<file path="src/sv/mpd_pkg.sv">
// Shared types and constants for the marker packet deframer.
package mpd_pkg;

	localparam int DATA_W      = 8;
	localparam int MIN_FILL_W  = 6;
	localparam int INDEX_W     = 5;
	localparam int MAX_RESULTS = 32;
	localparam int CFG_IDX_W   = 2;

	localparam logic [DATA_W-1:0]     START_RST    = 8'd42;
	localparam logic [DATA_W-1:0]     END_RST      = 8'd35;
	localparam logic [MIN_FILL_W-1:0] MIN_FILL_RST = 6'd3;

	typedef enum logic [CFG_IDX_W-1:0] {
		REG_START_MARKER = 2'd0,
		REG_END_MARKER   = 2'd1,
		REG_MIN_FILL     = 2'd2
	} reg_idx_t;

	typedef enum logic [6:0] {
		ST_IDLE = 7'b0000001,
		ST_SRD  = 7'b0000010,
		ST_SCMP = 7'b0000100,
		ST_ERD  = 7'b0001000,
		ST_ELD  = 7'b0010000,
		ST_EOUT = 7'b0100000,
		ST_SPARE = 7'b1000000
	} state_t;

endpackage

</file>
<file path="src/sv/mpd_ram.sv">
// Generic single-write, single-read RAM with registered read data.
module mpd_ram #(
	parameter int WIDTH = 8,
	parameter int DEPTH = 32
) (
	input  logic                     clk,
	input  logic                     we,
	input  logic [$clog2(DEPTH)-1:0] waddr,
	input  logic [WIDTH-1:0]         wdata,
	input  logic [$clog2(DEPTH)-1:0] raddr,
	output logic [WIDTH-1:0]         rdata
);

	logic [WIDTH-1:0] mem_q [DEPTH];

	always_ff @(posedge clk) begin
		if (we) begin
			mem_q[waddr] <= wdata;
		end
		rdata <= mem_q[raddr];
	end

endmodule

</file>
<file path="src/sv/marker_packet_deframer_unit.sv">
// Marker packet deframer top level: circular byte buffer, marker search and packet output.
// Steps: an accepted end marker starts a search back from the newest byte (SRD, SCMP) until
// the start marker is found or every held byte has been read; each packet word is then read,
// loaded and offered (ERD, ELD, EOUT), and held in EOUT while the output stalls. No input
// byte is taken while a search or a packet is under way.
// Reset clears the fill count and loads the marker defaults; buffer contents stay unknown.
module marker_packet_deframer_unit #(
	parameter int BUFFER_DEPTH = 32
) (
	input  logic        clk,
	input  logic        arst_n,
	input  logic        s_tvalid,
	output logic        s_tready,
	input  logic [7:0]  s_tdata,   // [7:0] rx_byte
	output logic        m_tvalid,
	input  logic        m_tready,
	output logic [15:0] m_tdata,   // [7:0] packet_byte, [12:8] byte_index, [15:13] zero
	output logic        m_tlast,   // last_byte
	input  logic        cfg_valid,
	output logic        cfg_ready,
	input  logic [1:0]  cfg_index,
	input  logic [7:0]  cfg_data
);

	localparam int AW   = $clog2(BUFFER_DEPTH);
	localparam int CW   = $clog2(BUFFER_DEPTH + 1);
	localparam int CMPW = (CW > mpd_pkg::MIN_FILL_W) ? CW : mpd_pkg::MIN_FILL_W;

	mpd_pkg::state_t state_q;

	logic [mpd_pkg::DATA_W-1:0]     start_q;
	logic [mpd_pkg::DATA_W-1:0]     end_q;
	logic [mpd_pkg::MIN_FILL_W-1:0] min_fill_q;

	logic [AW-1:0] head_q;
	logic [CW-1:0] fill_q;
	logic [AW-1:0] newest_q;
	logic [AW-1:0] ptr_q;
	logic [AW-1:0] k_q;
	logic [AW-1:0] last_q;
	logic [AW-1:0] cnt_q;
	logic [mpd_pkg::DATA_W-1:0] out_q;

	logic                       accept;
	logic                       full;
	logic [AW:0]                tail_sum;
	logic [AW-1:0]              tail;
	logic [CW-1:0]              fill_next;
	logic                       hit_end;
	logic [mpd_pkg::DATA_W-1:0] rdata;
	logic [AW-1:0]              lastk;
	logic [AW:0]                first_sum;
	logic [AW-1:0]              first_addr;
	logic                       search_done;
	logic [31:0]                idx_ext;

	function automatic logic [AW-1:0] ptr_inc(input logic [AW-1:0] p);
		return (p == AW'(BUFFER_DEPTH - 1)) ? '0 : p + AW'(1);
	endfunction

	function automatic logic [AW-1:0] ptr_dec(input logic [AW-1:0] p);
		return (p == '0) ? AW'(BUFFER_DEPTH - 1) : p - AW'(1);
	endfunction

	assign s_tready  = (state_q == mpd_pkg::ST_IDLE);
	assign cfg_ready = 1'b1;
	assign accept    = s_tvalid && s_tready;

	assign full      = (fill_q == CW'(BUFFER_DEPTH));
	assign tail_sum  = (AW+1)'(head_q) + (AW+1)'(fill_q);
	assign tail      = (tail_sum >= (AW+1)'(BUFFER_DEPTH)) ?
	                   AW'(tail_sum - (AW+1)'(BUFFER_DEPTH)) : AW'(tail_sum);
	assign fill_next = full ? fill_q : fill_q + CW'(1);
	assign hit_end   = (CMPW'(fill_next) >= CMPW'(min_fill_q)) && (s_tdata == end_q);

	assign lastk      = (32'(k_q) > 32'(mpd_pkg::MAX_RESULTS - 1)) ?
	                    AW'(mpd_pkg::MAX_RESULTS - 1) : k_q;
	assign first_sum  = (AW+1)'(newest_q) + (AW+1)'(BUFFER_DEPTH) - (AW+1)'(lastk);
	assign first_addr = (first_sum >= (AW+1)'(BUFFER_DEPTH)) ?
	                    AW'(first_sum - (AW+1)'(BUFFER_DEPTH)) : AW'(first_sum);
	assign search_done = ((CW'(k_q) + CW'(1)) == fill_q);

	mpd_ram #(
		.WIDTH(mpd_pkg::DATA_W),
		.DEPTH(BUFFER_DEPTH)
	) u_ram (
		.clk  (clk),
		.we   (accept),
		.waddr(tail),
		.wdata(s_tdata),
		.raddr(ptr_q),
		.rdata(rdata)
	);

	always_ff @(posedge clk or negedge arst_n) begin
		if (!arst_n) begin
			start_q    <= mpd_pkg::START_RST;
			end_q      <= mpd_pkg::END_RST;
			min_fill_q <= mpd_pkg::MIN_FILL_RST;
		end else if (cfg_valid && cfg_ready) begin
			unique case (cfg_index)
				mpd_pkg::REG_START_MARKER: start_q <= cfg_data;
				mpd_pkg::REG_END_MARKER:   end_q <= cfg_data;
				mpd_pkg::REG_MIN_FILL:     min_fill_q <= cfg_data[mpd_pkg::MIN_FILL_W-1:0];
				default: ;
			endcase
		end
	end

	always_ff @(posedge clk or negedge arst_n) begin
		if (!arst_n) begin
			state_q <= mpd_pkg::ST_IDLE;
			head_q  <= '0;
			fill_q  <= '0;
		end else begin
			unique case (state_q)
				mpd_pkg::ST_IDLE: begin
					if (accept) begin
						fill_q <= fill_next;
						if (full) begin
							head_q <= ptr_inc(head_q);
						end
						if (hit_end) begin
							state_q <= mpd_pkg::ST_SRD;
						end
					end
				end
				mpd_pkg::ST_SRD: begin
					state_q <= mpd_pkg::ST_SCMP;
				end
				mpd_pkg::ST_SCMP: begin
					if (rdata == start_q) begin
						state_q <= mpd_pkg::ST_ERD;
					end else if (search_done) begin
						state_q <= mpd_pkg::ST_IDLE;
					end else begin
						state_q <= mpd_pkg::ST_SRD;
					end
				end
				mpd_pkg::ST_ERD: begin
					state_q <= mpd_pkg::ST_ELD;
				end
				mpd_pkg::ST_ELD: begin
					state_q <= mpd_pkg::ST_EOUT;
				end
				mpd_pkg::ST_EOUT: begin
					if (m_tready) begin
						if (cnt_q == last_q) begin
							fill_q  <= '0;
							state_q <= mpd_pkg::ST_IDLE;
						end else begin
							state_q <= mpd_pkg::ST_ERD;
						end
					end
				end
				default: state_q <= mpd_pkg::ST_IDLE;
			endcase
		end
	end

	always_ff @(posedge clk) begin
		unique case (state_q)
			mpd_pkg::ST_IDLE: begin
				newest_q <= tail;
				ptr_q    <= tail;
				k_q      <= '0;
			end
			mpd_pkg::ST_SCMP: begin
				if (rdata == start_q) begin
					ptr_q  <= first_addr;
					last_q <= lastk;
					cnt_q  <= '0;
				end else begin
					ptr_q <= ptr_dec(ptr_q);
					k_q   <= k_q + AW'(1);
				end
			end
			mpd_pkg::ST_ELD: begin
				out_q <= rdata;
			end
			mpd_pkg::ST_EOUT: begin
				if (m_tready) begin
					ptr_q <= ptr_inc(ptr_q);
					cnt_q <= cnt_q + AW'(1);
				end
			end
			default: ;
		endcase
	end

	assign idx_ext  = 32'(cnt_q);
	assign m_tvalid = (state_q == mpd_pkg::ST_EOUT);
	assign m_tlast  = (cnt_q == last_q);
	assign m_tdata  = {3'b000, idx_ext[mpd_pkg::INDEX_W-1:0], out_q};

endmodule

</file>
<file path="config.mk">
export PLATFORM = sky130hd
export DESIGN_NAME = marker_packet_deframer_unit
export DESIGN_NICKNAME = d
export VERILOG_FILES = /design/src/sv/mpd_pkg.sv /design/src/sv/mpd_ram.sv /design/src/sv/marker_packet_deframer_unit.sv
export SDC_FILE = /design/constraint.sdc
export NUM_CORES = 1
export LEC_CHECK = 0
export BUFFER_PORTS_ARGS = -buffer_cell sky130_fd_sc_hd__buf_4
export CAP_MARGIN = 20
export CORE_ASPECT_RATIO = 0.6
export CORE_MARGIN = 4
export CORE_UTILIZATION = 45
export DETAILED_ROUTE_END_ITERATION = 10
export PLACE_DENSITY = 0.72
export SYNTH_ARGS = -nofsm -noshare
export SYNTH_HDL_FRONTEND = slang
export SYNTH_SLANG_ARGS = --single-unit
</file>
<file path="constraint.sdc">
create_clock -name clk -period 4.34 [get_ports clk]
set_input_delay 0.868 -clock clk [delete_from_list [all_inputs] [get_ports clk]]
set_output_delay 0.868 -clock clk [all_outputs]
set_load 0.01 [all_outputs]
</file>
# [Word level (Yosys, flattened, before mapping)]
# Memories as Yosys holds them, arrays and structs flattened. A register that Yosys moved wholly into a read port is not among the register bits.
# Cells that the tools add are included.
[classes] n_addsub=12 order_cmp=3 n_eq_ne=21 muxes=27 n_reduce_logical=18
[ops] cell="5-bit 2-to-1 mux" count=10
[ops] cell="7-bit one-hot mux with 6 select lines" count=1
[ops] cell="6-bit 2-to-1 mux" count=4
[ops] cell="7-bit 2-to-1 mux" count=3
[ops] cell="5-bit by 1-bit adder with 5-bit output (second input constant)" count=4
[ops] cell="5-bit one-hot mux with 2 select lines" count=2
[ops] cell="8-bit == test" count=2
[ops] cell="5-bit one-hot mux with 3 select lines" count=1
[ops] cell="5-bit by 1-bit subtractor with 5-bit output (second input constant)" count=3
[ops] cell="6-bit >= comparator (second input constant)" count=2
[ops] cell="6-bit one-hot mux with 2 select lines" count=1
[ops] cell="2-bit AND reduction" count=6
[ops] cell="5-bit == test (second input constant)" count=2
[ops] cell="3-bit AND reduction" count=3
[ops] cell="4-bit 2-to-1 mux" count=2
[ops] cell="2-bit by 1-bit inequality test with 1-bit output (second input constant)" count=4
[ops] cell="7-bit by 1-bit == test with 1-bit output (second input constant)" count=1
[ops] cell="7-bit by 2-bit == test with 1-bit output (second input constant)" count=1
[ops] cell="7-bit by 3-bit == test with 1-bit output (second input constant)" count=1
[ops] cell="7-bit by 4-bit == test with 1-bit output (second input constant)" count=1
[ops] cell="7-bit by 5-bit == test with 1-bit output (second input constant)" count=1
[ops] cell="7-bit by 6-bit == test with 1-bit output (second input constant)" count=1
[ops] cell="5-bit by 1-bit adder with 6-bit output (second input constant)" count=1
[ops] cell="5-bit by 6-bit adder with 6-bit output" count=1
[ops] cell="other kinds (18)" count=23
[word_totals] register_bits=73 mem_bits_rw=256 in_bits=23 out_inout_bits=20 mem_count=1
[memory_table] name="u_ram.mem_q" depth=32 width=8 rd=1 rd_clocked_by_memory_dff=1 wr=1 line="mpd_ram.sv:14" rtl="logic [WIDTH-1:0] mem_q [DEPTH];"

# [Longest topological paths before layout]
[logic_depth] word_depth=7 mapped_depth=11

# [Cells and area by module]
# Synthesis repeated with hierarchy kept, for this count alone.
[hier_totals] cells_unflattened=768 hier_area_um2=14099.8
[by_module_without_submodules] mod="mpd_ram" n_inst=1 cells_each=417 area_per_inst_um2=10053.4
[by_module_without_submodules] mod="marker_packet_deframer_unit" n_inst=1 cells_each=351 area_per_inst_um2=4046.4

# [Least setup slack after synthesis]
# Ideal clock, no wire load.
[synth_path] path_kind="register to register" from="register fill_q[0]" to="memory u_ram.mem_q[18][0] (enable)" arrival_time_ns=2.251 required_ns=3.969 path_slack_ns=1.718 path_stages_with_launch=9 path_buffers=0 cell_sequence="dfrtp_1 > ha_1 > fa_1 > a21o_1 > a21oi_1 > xnor2_1 > nor2b_1 > nand2_1 > nor2_1"
[synth_between] elab_chain_cells=3
[synth_lines] element="start: declaration" line="marker_packet_deframer_unit.sv:36" rtl="logic [CW-1:0] fill_q;"
[synth_lines] element="start signal: assignment" line="marker_packet_deframer_unit.sv:119" rtl="fill_q <= fill_next;"
[synth_lines] element="5-bit by 6-bit adder with 6-bit output (*)" line="marker_packet_deframer_unit.sv:70" rtl="assign tail_sum = (AW+1)'(head_q) + (AW+1)'(fill_q);"
[synth_lines] element="5-bit by 1-bit subtractor with 5-bit output or 6-bit >= comparator (tied branches)" line="marker_packet_deframer_unit.sv:72, marker_packet_deframer_unit.sv:71"
[synth_lines] element="5-bit 2-to-1 mux (*)" line="marker_packet_deframer_unit.sv:71" rtl="assign tail = (tail_sum >= (AW+1)'(BUFFER_DEPTH)) ?"
[synth_lines] element="named net tail[4]" line="marker_packet_deframer_unit.sv:47" rtl="logic [AW-1:0] tail;"
[synth_lines] element="end: declaration" line="mpd_ram.sv:14"
# The timed path passes the listed nets; every way through them passes the cells marked *.

# [Final worst setup path]
[layout_path] from="register state_q[2]" to="memory u_ram.mem_q[24][2] (enable)"
[layout_between] elab_chain_cells=4
[layout_lines] element="start: declaration" line="marker_packet_deframer_unit.sv:29" rtl="mpd_pkg::state_t state_q;"
[layout_lines] element="start signal: assignment" line="marker_packet_deframer_unit.sv:112" rtl="state_q <= mpd_pkg::ST_IDLE;"
[layout_lines] element="start signal: assignment" line="marker_packet_deframer_unit.sv:124" rtl="state_q <= mpd_pkg::ST_SRD;"
[layout_lines] element="start signal: assignment" line="marker_packet_deframer_unit.sv:129" rtl="state_q <= mpd_pkg::ST_SCMP;"
[layout_lines] element="7-bit by 1-bit == test with 1-bit output" line="marker_packet_deframer_unit.sv:65" rtl="assign s_tready = (state_q == mpd_pkg::ST_IDLE);"
[layout_lines] element="1-bit logical AND" line="marker_packet_deframer_unit.sv:67" rtl="assign accept = s_tvalid && s_tready;"
[layout_lines] element="1-bit 2-to-1 mux" line="mpd_ram.sv:17" rtl="if (we) begin"
[layout_lines] element="1-bit 2-to-1 mux (implied by the code)" line="mpd_ram.sv:18" rtl="mem_q[waddr] <= wdata;"
# No other way between the ends.

==> impl_summary.log <==
[metrics] Seq cells post-synth: around 340
[metrics] startpoint type of the worst setup path: flop
[metrics] category of the critical setup timing path: reg -> reg
[metrics] share of power burned in the clock network: 24.3%
[metrics] result of the run: completed
[metrics] fmax: 305 MHz
[metrics] share of the clock period used by the worst path: about 76%
[metrics] residual antenna-violating net count after detailed routing: 0
[metrics] CTS Root Cell: sky130_fd_sc_hd__clkbuf_16
[metrics] layout-stage area growth over the synthesis result: 11.7%
[metrics] worst r2r src: state_q[2]$_DFFE_PN0P_
[metrics] commonest non-fill, non-tap cell in the layout: sky130_fd_sc_hd__edfxtp_1
[metrics] Comb power frac: between 30% and 40%
[metrics] initial core utilization: 46.3%
[metrics] Total Wirelength: 32.1 mm
[metrics] share of total power consumed by net switching: 32.2%
[metrics] TritonCTS clock tree: built
[metrics] max_cap viols: 0
[metrics] Hold-fix buffers, CTS: 0
[metrics] maximum number of pins on one net before global-route repair: slightly below 70
[metrics] worst slew slack as a fraction of its limit: 32.9%
[metrics] RD Place Congestion: 0.843
[metrics] average footprint of a synthesized cell: 18.1 sq um
[metrics] all-layer global routing usage: 19.0%
[metrics] critical path data required time: around 4500 ps
[metrics] via count: 7441
[metrics] initial antenna violation count: 0
[metrics] primary flip-flop cell chosen by synthesis mapping: sky130_fd_sc_hd__edfxtp_1
[metrics] Post-layout nets: 877
[metrics] post-layout instance count excluding filler cells: 1256
[metrics] estimated wirelength of the detail-placed design: approximately 21 mm
[metrics] unrepaired setup endpoints after global routing: false
[metrics] post-synthesis cell area: 14000 sq um
[metrics] number of buffers between clock root and the deepest sink: 3
[metrics] total die area: 34200 sq um
[metrics] number of filler instances in the final layout: 2393
[metrics] DR DRC count: 0
[metrics] overflow left after global routing: 0
[metrics] depth of the CTS H-tree: 1
[metrics] Final Max Tran Viols: 0
[metrics] Fin Setup TNS: 0 ps
[metrics] number of global-route vias before repair: between 7000 and 8000
[metrics] post-synthesis cell count: between 700 and 800
[metrics] final count of negative-setup-slack endpoints: 0
[metrics] clock insertion delay at the later pin of the skew report: 560 ps
[metrics] Critical Path AT: 3450 ps
[metrics] Worst setup EP type: flop
[metrics] FF-to-FF path depth: 6
[metrics] synth warn: 0
[metrics] number of design-rule violations left by the first detailed-router iteration: between 1000 and 1500
[metrics] leakage power: 0.00527 uW
[metrics] Hold Vio Cnt, Final: 0
[metrics] via-per-instance ratio: 5.92
[metrics] Final Critical Period: about 3300 ps
[metrics] fraction of the yosys area taken by sequential cells: between 60 and 70%
[metrics] cell-internal power: 6860 uW
[metrics] Die Span X: 236 microns
[metrics] Post-CTS Resized: 0
[metrics] highest-count cells in the layout ignoring fill and taps: 289 x sky130_fd_sc_hd__edfxtp_1, 80 x sky130_fd_sc_hd__mux4_2, 53 x sky130_fd_sc_hd__nor2_1, 51 x sky130_fd_sc_hd__buf_4, 32 x sky130_fd_sc_hd__mux2_2
[metrics] number of iterations in the first detailed-routing pass: 5
[metrics] number of enable-type register cells in the synthesized netlist: between 200 and 300
[metrics] Wirelength per Cell: 25.5 microns
[metrics] worst min-delay path category: in -> async
[metrics] total setup buffers inserted after CTS: 0
[metrics] proportion of layout cells with a drive suffix above 1: 25.1%
[metrics] register-to-register setup slack: 1060 ps
[metrics] reg-to-reg endpoint: u_ram.mem_q[24][2]$_DFFE_PP_
[metrics] clock transition at the registers of the reported paths: 60 ps
[metrics] area occupied by multi-input gates: 3980 sq um
[metrics] number of distinct library cells after synthesis: 55
[metrics] Port Buffers: 38
[metrics] total net switching power: 3260 uW
[metrics] clock skew: 18.9 ps
[metrics] core region area: 30300 sq um
[metrics] Max Fanout on Critical Path: 17
[metrics] PwrDens: 646 nW/um^2
[metrics] wire length of the first global-routing pass: 47.8 mm
[metrics] worst hold slack after final layout: 295 ps
[metrics] diode count: 0
[metrics] sequential fraction of design power: 43.6%
[metrics] Inst Count DP: 1206
[metrics] Site Rows: 49
[metrics] clock buffers created by TritonCTS: 29
[metrics] asr flop ratio synth: 11.6%
[metrics] sink count of the clock tree: 336
[metrics] number of top-level pins: 43
[metrics] slew at the pin closest to its max-slew limit: 1010 ps
[metrics] largest vdd supply drop: 0.000396 V
[metrics] Storage cell area: around 10000 sq um
[metrics] die extent in y: 145 microns
==> through the flow <==
step / setup WS, ps / power (uW) / cell area, sq um / util, %
2_1_floorplan: 1720 / 6580 / 14000 / -
3_3_place_gp: 1210 / 7640 / 14800 / 48.8
3_5_place_dp: 1110 / 7660 / 14800 / 48.8
4_1_cts: 1050 / 10100 / 15700 / 51.7
5_1_grt: 737 / 10600 / 15700 / 51.7
6_report: 1060 / 10100 / 15700 / 51.7
==> layout make-up <==
class | instances | share of cell area [%]
multi-input combinational | 386 | 25.4
inverter | 24 | 0.575
clock inverter | 9 | 0.439
clock buffer | 41 | 5.11
sequential | 336 | 62.7
timing repair buffer | 52 | 2.57
tap | 408 | 3.26
==> sequential cells by signal, summed over array words and instances, names as in the netlist <==
register and flops:
ptr_q 5, last_q 5, min_fill_q 6, u_ram.rdata 8, start_q 8, k_q 5, fill_q 6, out_q 8
newest_q 5, head_q 5, end_q 8, state_q 6, u_ram.mem_q 256, cnt_q 5
==> worst max-delay path by stage <==
stage	from	endpoint	slack [ps]	depth (start not counted)
after floorplan	fill_q[0]$_DFFE_PN0P_	u_ram.mem_q[18][0]$_DFFE_PP_	1720	8
after global routing	fill_q[3]$_DFFE_PN0P_	state_q[0]$_DFFE_PN1P_	740	10
after global placement	state_q[2]$_DFFE_PN0P_	u_ram.mem_q[24][6]$_DFFE_PP_	1210	6
final	state_q[2]$_DFFE_PN0P_	u_ram.mem_q[24][2]$_DFFE_PP_	1060	6
after CTS	head_q[0]$_DFFE_PN0P_	u_ram.mem_q[17][2]$_DFFE_PP_	1050	8
after detailed placement	fill_q[0]$_DFFE_PN0P_	u_ram.mem_q[17][6]$_DFFE_PP_	1110	8
==> synthesized netlist by cell type (2+ instances only) <==
library cell / n / area share, %
sky130_fd_sc_hd__edfxtp_1: 289 / 62
sky130_fd_sc_hd__mux4_2: 80 / 13
sky130_fd_sc_hd__nor2_1: 53 / 1.4
sky130_fd_sc_hd__mux2_2: 32 / 2.6
sky130_fd_sc_hd__dfrtp_1: 30 / 5.3
sky130_fd_sc_hd__xnor2_1: 29 / 1.8
sky130_fd_sc_hd__ha_1: 23 / 2.0
sky130_fd_sc_hd__inv_1: 23 / 0.61
sky130_fd_sc_hd__nand2_1: 22 / 0.59
sky130_fd_sc_hd__xor2_1: 18 / 1.1
sky130_fd_sc_hd__a21oi_1: 17 / 0.61
sky130_fd_sc_hd__o21ai_0: 16 / 0.57
sky130_fd_sc_hd__nand3_1: 14 / 0.50
sky130_fd_sc_hd__buf_1: 9 / 0.24
sky130_fd_sc_hd__dfstp_2: 9 / 1.7
sky130_fd_sc_hd__nor3_1: 9 / 0.32
sky130_fd_sc_hd__clkbuf_1: 8 / 0.21
sky130_fd_sc_hd__dfxtp_1: 8 / 1.1
sky130_fd_sc_hd__buf_2: 7 / 0.25
sky130_fd_sc_hd__nand4_1: 7 / 0.31
sky130_fd_sc_hd__a21o_1: 5 / 0.27
sky130_fd_sc_hd__nand2b_1: 5 / 0.22
sky130_fd_sc_hd__buf_4: 4 / 0.21
sky130_fd_sc_hd__nor4_1: 4 / 0.18
sky130_fd_sc_hd__or3_1: 4 / 0.18
sky130_fd_sc_hd__a211oi_1: 3 / 0.16
sky130_fd_sc_hd__and2_1: 3 / 0.13
sky130_fd_sc_hd__and3_1: 3 / 0.13
sky130_fd_sc_hd__nor2b_1: 3 / 0.13
sky130_fd_sc_hd__nor3b_1: 3 / 0.16
sky130_fd_sc_hd__a2111oi_0: 2 / 0.12
sky130_fd_sc_hd__a211o_1: 2 / 0.12
sky130_fd_sc_hd__a22o_1: 2 / 0.12
sky130_fd_sc_hd__a32o_1: 2 / 0.14
sky130_fd_sc_hd__buf_6: 2 / 0.16
sky130_fd_sc_hd__conb_1: 2 / 0.053
sky130_fd_sc_hd__fa_1: 2 / 0.29
sky130_fd_sc_hd__nand3b_1: 2 / 0.11
sky130_fd_sc_hd__nand4b_1: 2 / 0.12
==> kinds of logic after synthesis <==
family,count (synthesis),share of synthesized area (%)
fa+ha+maj,26,2.41
simple gates,140,4.90
buf+inv,54,1.72
mux,112,15.4
flops,336,70.0
compound gates,57,2.61
xor+xnor,47,2.93
other cells,2,0.0535
==> power groups by stage <==
stage	Clock [uW]	Sequential [uW]	Combinational (uW)
2_1_floorplan	0	4280	2300
3_3_place_gp	0	4470	3170
3_5_place_dp	0	4470	3190
4_1_cts	2490	4410	3220
5_1_grt	2640	4460	3500
6_report	2460	4420	3250
==> worst max-delay path: stages, from the launching register on <==
cell	delay [ps]
sky130_fd_sc_hd__dfrtp_1	430
sky130_fd_sc_hd__or4_1	610
sky130_fd_sc_hd__nor3b_2	190
sky130_fd_sc_hd__buf_4	250
sky130_fd_sc_hd__nand2_1	130
sky130_fd_sc_hd__or3_1	570
sky130_fd_sc_hd__nor2_1	710
==> routing by layer <==
metal,GRT usage (%),up-vias,wire length [microns]
met1,32.0,3798,15200
met5,1.65,-,80
met3,6.33,43,4050
met2,23.6,437,12300
li1,-,3161,-
met4,2.90,2,444
Power figures use the tool's default switching activity.
